### src/rtl/ssmva_pkg.sv
package ssmva_pkg;

  localparam int unsigned VOXELS_DEF = 1024;
  localparam int unsigned SAMPLES_DEF = 64;
  localparam int unsigned DIRECTIONS_DEF = 512;
  localparam int unsigned MAX_COMP_DEF = 4;
  localparam int unsigned LANES = 4;

  localparam int unsigned VOX_W = 10;
  localparam int unsigned ORI_W = 9;
  localparam int unsigned SMP_W = 6;
  localparam int unsigned CMP_W = 2;
  localparam int unsigned LEN_W = 31;
  localparam int unsigned WORD_W = 32;
  localparam int unsigned ACC_W = 48;
  localparam int unsigned TERM_W = 42;
  localparam int unsigned DOT_W = 44;

  localparam logic signed [ACC_W-1:0] ACC_MAX = {1'b0, {(ACC_W-1){1'b1}}};
  localparam logic signed [ACC_W-1:0] ACC_MIN = {1'b1, {(ACC_W-1){1'b0}}};

  typedef enum logic [2:0] {
    OP_INTRA = 3'd0,
    OP_EXTRA = 3'd1,
    OP_ISO = 3'd2,
    OP_LD_INTRA = 3'd3,
    OP_LD_EXTRA = 3'd4,
    OP_LD_ISO = 3'd5,
    OP_READ = 3'd6,
    OP_CLEAR = 3'd7
  } opcode_t;

  typedef enum logic [1:0] {
    REG_NUM_RADII = 2'd0,
    REG_NUM_EXTRA = 2'd1,
    REG_NUM_ISO = 2'd2,
    REG_NUM_SAMPLES = 2'd3
  } reg_idx_t;

  typedef enum logic [2:0] {
    ST_IDLE,
    ST_SWEEP,
    ST_DRAIN,
    ST_READ,
    ST_CLEAR
  } state_t;

  // lane control handed to the lane array each sweep cycle
  typedef struct packed {
    logic       valid;
    logic       is_intra;
    logic [3:0] lane_en;
  } lane_ctl_t;

endpackage

### src/rtl/ssmva_merge.sv
// sum lane terms and, for intra items, scale by segment length into the addend
module ssmva_merge (
  input  logic                                 clk,
  input  logic                                 rst_n,
  input  ssmva_pkg::lane_ctl_t                 ctl,
  input  logic signed [ssmva_pkg::TERM_W-1:0]  term0,
  input  logic signed [ssmva_pkg::TERM_W-1:0]  term1,
  input  logic signed [ssmva_pkg::TERM_W-1:0]  term2,
  input  logic signed [ssmva_pkg::TERM_W-1:0]  term3,
  input  logic [ssmva_pkg::LEN_W-1:0]          seg_len,
  output logic                                 add_valid,
  output logic signed [ssmva_pkg::ACC_W+1:0]   add_val
);
  import ssmva_pkg::*;

  // ctl arrives aligned with lane terms; the addend leaves two stages later
  logic [1:0] v_r;
  logic [1:0] intra_r;
  logic signed [DOT_W-1:0] dot_r;
  logic signed [DOT_W-24+LEN_W:0] hi_prod_r;
  logic [24+LEN_W-1:0] lo_prod_r;
  logic signed [DOT_W-1:0] dot2_r;

  // split the length product at bit 24: the high part carries the sign and the
  // low part is non-negative, so floor(dot*len/2^24) = hi*len + (lo*len >> 24)
  always_ff @(posedge clk) begin
    if (!rst_n) begin
      v_r <= '0;
    end else begin
      v_r <= {v_r[0], ctl.valid};
    end
    intra_r <= {intra_r[0], ctl.is_intra};
    dot_r <= DOT_W'(term0) + DOT_W'(term1) + DOT_W'(term2) + DOT_W'(term3);
    hi_prod_r <= $signed(dot_r[DOT_W-1:24]) * $signed({1'b0, seg_len});
    lo_prod_r <= dot_r[23:0] * seg_len;
    dot2_r <= dot_r;
  end

  logic signed [DOT_W+LEN_W-24:0] scaled;
  assign scaled = hi_prod_r + $signed({1'b0, lo_prod_r[24+LEN_W-1:24]});
  assign add_valid = v_r[1];
  assign add_val = intra_r[1] ? (ACC_W+2)'(scaled) : (ACC_W+2)'(dot2_r);

endmodule

### config.mk
export PLATFORM = sky130hd
export DESIGN_NAME = ssmva_merge
export DESIGN_NICKNAME = d
export VERILOG_FILES = /design/src/rtl/ssmva_pkg.sv /design/src/rtl/ssmva_merge.sv
export SDC_FILE = /design/constraint.sdc
export NUM_CORES = 2
export LEC_CHECK = 0
export BUFFER_PORTS_ARGS = -buffer_cell sky130_fd_sc_hd__buf_2
export CAP_MARGIN = 20
export CORE_MARGIN = 2
export CORE_UTILIZATION = 61
export CTS_BUF_LIST = sky130_fd_sc_hd__clkbuf_4
export DETAILED_ROUTE_END_ITERATION = 10
export GPL_ROUTABILITY_DRIVEN = 0
export GPL_TIMING_DRIVEN = 1
export PLACE_DENSITY = 0.9
export SETUP_SLACK_MARGIN = 0.1
export SYNTH_ARGS = -nofsm -noshare
export SYNTH_HDL_FRONTEND = slang
export SYNTH_SLANG_ARGS = --single-unit
### constraint.sdc
create_clock -name clk -period 19.9 [get_ports clk]
set_input_delay 2.985 -clock clk [delete_from_list [all_inputs] [get_ports clk]]
set_output_delay 2.985 -clock clk [all_outputs]
set_load 0.02 [all_outputs]
-- After elaboration in Yosys (flattened, before gate mapping)
Cells that the tools add are included.
- register bits: 197
- word-level logic and storage cells: 13
- bits of input ports: 207
- output and inout bits: 51
- add/subtract/negate cells: 4
- $mul: 2
- multiplexer cells: 1
- operator list (operator ; number):
    $mul A24 B31 Y55 ; 1
    $add A50 B32 Y50 ; 1
    $mul A20 B32 Y50 ; 1
    $mux W50 ; 1
    $add A43 B42 Y44 ; 1
    $add A44 B42 Y44 ; 1
    $add A42 B42 Y43 ; 1

-- Logic depth before layout (Yosys ltp)
- word-level depth: 3
- gate-level depth with buffers: 28
- mapped depth without buffers: 26

-- Worst setup path after synthesis
OpenSTA, ideal clock, no wires.
- path type: input to register
- from: in seg_len[7] (netlist bit)
- to: reg hi_prod_r[49]
- arrival time: 9.561 ns
- data required time: 19.779 ns
- path buffers: 2
- path slack: 10.218 ns
- setup time: 0.121 ns
- stages on the path: 26
- path through: clkbuf_1 -> clkbuf_1 -> nand2_1 -> fa_1 -> inv_1 -> fa_1 -> inv_1 -> fa_1 -> inv_1 -> fa_1 -> fa_1 -> fa_1 -> inv_1 -> fa_1 -> inv_1 -> ha_1 -> nand2_1 -> or3_1 -> a211oi_1 -> o21ai_1 -> a21oi_1 -> a21boi_1 -> o311ai_0 -> a31o_2 -> a21oi_1 -> xnor2_1
- word-level cells in the longest chain between the ends: 1
- RTL lines (element ; line ; RTL):
    from (decl) ; ssmva_merge.sv:10 ; input logic [ssmva_pkg::LEN_W-1:0] seg_len,
    $mul A20 B32 Y50 ; ssmva_merge.sv:34 ; hi_prod_r <= $signed(dot_r[DOT_W-1:24]) * $signed({1'b0, seg_len});
    to (signal assigned) ; ssmva_merge.sv:34 ;
    to (decl) ; ssmva_merge.sv:20 ; logic signed [DOT_W-24+LEN_W:0] hi_prod_r;
Every way passes these cells.
A chain may end at the register's enable or synchronous reset.

-- Final worst setup path
- from: in seg_len[10] (netlist bit)
- to: reg hi_prod_r[49]
The elaborated chain is that of the path after synthesis.

==> out/summary.txt <==
failing checks - design-rule violations
Placeable Area - 0.0868 mm2
area occupied by multi-input gates - 0.0438 mm2
Syn Nets - 7,778
dominant cells by area after synthesis - fa_1 46%, ha_1 10%, inv_1 9.4%
H-tree levels - 4
largest net degree at the start of global routing - 45
DRT Pass-1 Iters - 11
TritonCTS Sinks - 173
Max Cap Viol - 0
post-synthesis mux area share - 0.501%
hpwl dp - 107,000 um
final worst-path cycle share - 53.0%
asr flop ratio synth - 0%
setup TNS - 0 ns
detailed-route wire length per cell - 20.4 um
Syn Inst Count - 5,898
number of enable flip-flop cells after synthesis - 0
global-route wire length before repair - 235,000 um
DIE AREA - 0.0900 mm2
minimum clock period - 10.54 ns
FMAX - 94.9 MHz
Starting DRT DRC Count - 3,502
critical path type - in2reg
Detail Route Antenna Nets - 0
clk_skew - 0.0281 ns
Synth Area in Compound Gates - 6.12%
dominant synthesized flop cell - dfxtp_1
FILL cells - 6,247
Post-Synth Adder-Cell Area - 56.6%
share of layout cells above drive strength 1 - 6.86%
mean area per synthesized cell - 9.06 um2
Clock transition at path regs - 0.18 ns
Post-Syn Area - 0.0534 mm2
drt drc - 2
DR vias/cell - 5.87
via count - 41.7k
Total Wirelength - 145,000 um
simple-gate portion of the synthesized area - 16.3%
buffer count from post-CTS setup fixing - 0
required time worst endpoint - 20.46 ns
count of unique library cells instantiated by Yosys - 71
post-CTS sizing - 0
register area share after synthesis - 6.48%
worst min-delay path category - reg2reg
Slew HR - 16.7%
Final Hold Violating Endpoints - 0
cell taking the most area after synthesis - fa_1
critical path peak fanout - 44
Clk Latency, worst-skew pair - 0.65 ns
Yosys warnings - 0
die height - 300 um
setup repair after global routing missed its margin - no
Die Width - 300 um
# hold bufs at CTS - 0
flops & latches, synth - 173
vias in the first global route - 46.2k
clock buffer depth - 2
initial antenna violation count - 5
XOR/XNOR Fraction of Synth Area - 2.46%
I/O pins - 258
CTS tree - built
Root Buffer - clkbuf_4
Slew Limit Fails - 0
status - finished with violations
crit path capture type - flip-flop
Sequential Area - 0.00348 mm2
Worst-Margin Slew - 1.25 ns
CTS buffer count - 17
Finish-stage setup viols - 0
PortBufs - 253
most frequent cells in the layout - 1,332 x inv_1, 1,240 x fa_1, 735 x nand2_1
Syn-to-layout area delta - 4.47%
startpoint types - input pin
Worst EP arrival - 11.10 ns
most common cell after layout, fill and taps aside - inv_1
Rows - 108
top cell type's share of synthesized area - 46.5%
nets - 7,802
GRT Residual Overflow - 0
GRT Resource Usage Total - 33.5%
largest family of logic cells by synthesized area - adder cells
starting density of the core - 61.6%
==> sequential cells by signal, summed over array words and instances, names as in the netlist <==
signal     flops
lo_prod_r     31
v_r            2
intra_r        2
hi_prod_r     50
dot2_r        44
dot_r         44
==> cell type report <==
type | instances | area share [%]
multi-input combinational | 4078 | 78.4
inverter | 1333 | 8.97
sequential | 173 | 6.24
timing repair buffer | 319 | 3.20
tap | 1155 | 2.59
clock inverter | 14 | 0.307
clock buffer | 18 | 0.242
antenna | 4 | 0.0179
==> routing by layer <==
| metal | wire length [um] | global-route usage [%] |
|---|---|---|
| met2 | 70100 | 56.1 |
| met5 | 0 | 0 |
| met1 | 47900 | 38.3 |
| met4 | 11400 | 22.3 |
| met3 | 15600 | 7.94 |
==> through the flow <==
stage                     cells  worst slack, ns  hold WS (ns)  utilization, %  instance area [um2]
after floorplan            5898            10.22         0.310               -                53400
after global placement     7055             9.18         0.312            63.9                55400
after detailed placement   7055             8.89         0.315            63.9                55400
after CTS                  7087             9.59         0.339            64.3                55700
after global routing       7092             9.16         0.342            64.3                55800
final                      7094             9.36         0.338            64.3                55800
==> logic make-up (layout without fill, tap and decap cells) <==
logic type,count (synthesis),count (layout)
AO/OA/AOI/OAI,508,508
XOR/XNOR,150,150
multiplexers,24,24
AND/OR/NAND/NOR,1723,1723
flip-flops,173,173
other,0,4
adder cells (fa/ha/maj),1673,1673
buffers and inverters,1647,1684
==> synth_stat cells (all sizes together), types with 22 or more instances <==
| master | number |
|---|---|
| nand2 | 735 |
| nand2b | 30 |
| inv | 1332 |
| clkbuf | 312 |
| dfxtp | 173 |
| a21oi | 173 |
| a21o | 84 |
| and2 | 688 |
| nor2 | 102 |
| nand4 | 27 |
| nand3 | 30 |
| mux2 | 22 |
| fa | 1240 |
| o21ai | 77 |
| o21bai | 25 |
| xor2 | 36 |
| ha | 433 |
| xnor2 | 114 |
| a31oi | 27 |
==> worst paths after layout <==
path | slack [ns] | startpoint | to | cells past startpoint
max | 9.36 | seg_len[10] | hi_prod_r[49] | 24
min | 0.34 | intra_r[0] | intra_r[1] | 0
max reg2reg | 11.32 | dot_r[43] | hi_prod_r[49] | 20
min reg2reg | 0.34 | intra_r[0] | intra_r[1] | 0
==> critical path, cell delays in order <==
cell      delay [ns]
buf_2           0.87
and2_1          0.29
fa_1            0.44
inv_1           0.08
fa_1            0.47
fa_1            0.52
inv_1           0.07
fa_1            0.58
fa_1            0.43
fa_1            0.51
inv_1           0.06
fa_1            0.50
inv_1           0.06
ha_1            0.34
nand2_1         0.11
or3_1           0.46
a211oi_1        0.27
o21ai_1         0.20
a21oi_1         0.50
a21boi_1        0.29
o311ai_0        0.56
a31o_2          0.24
a21oi_1         0.08
xnor2_1         0.13
Power is left out: the tool's default activity adds up to more than one toggle a clock period on the data nets, which glitch-free logic cannot reach.
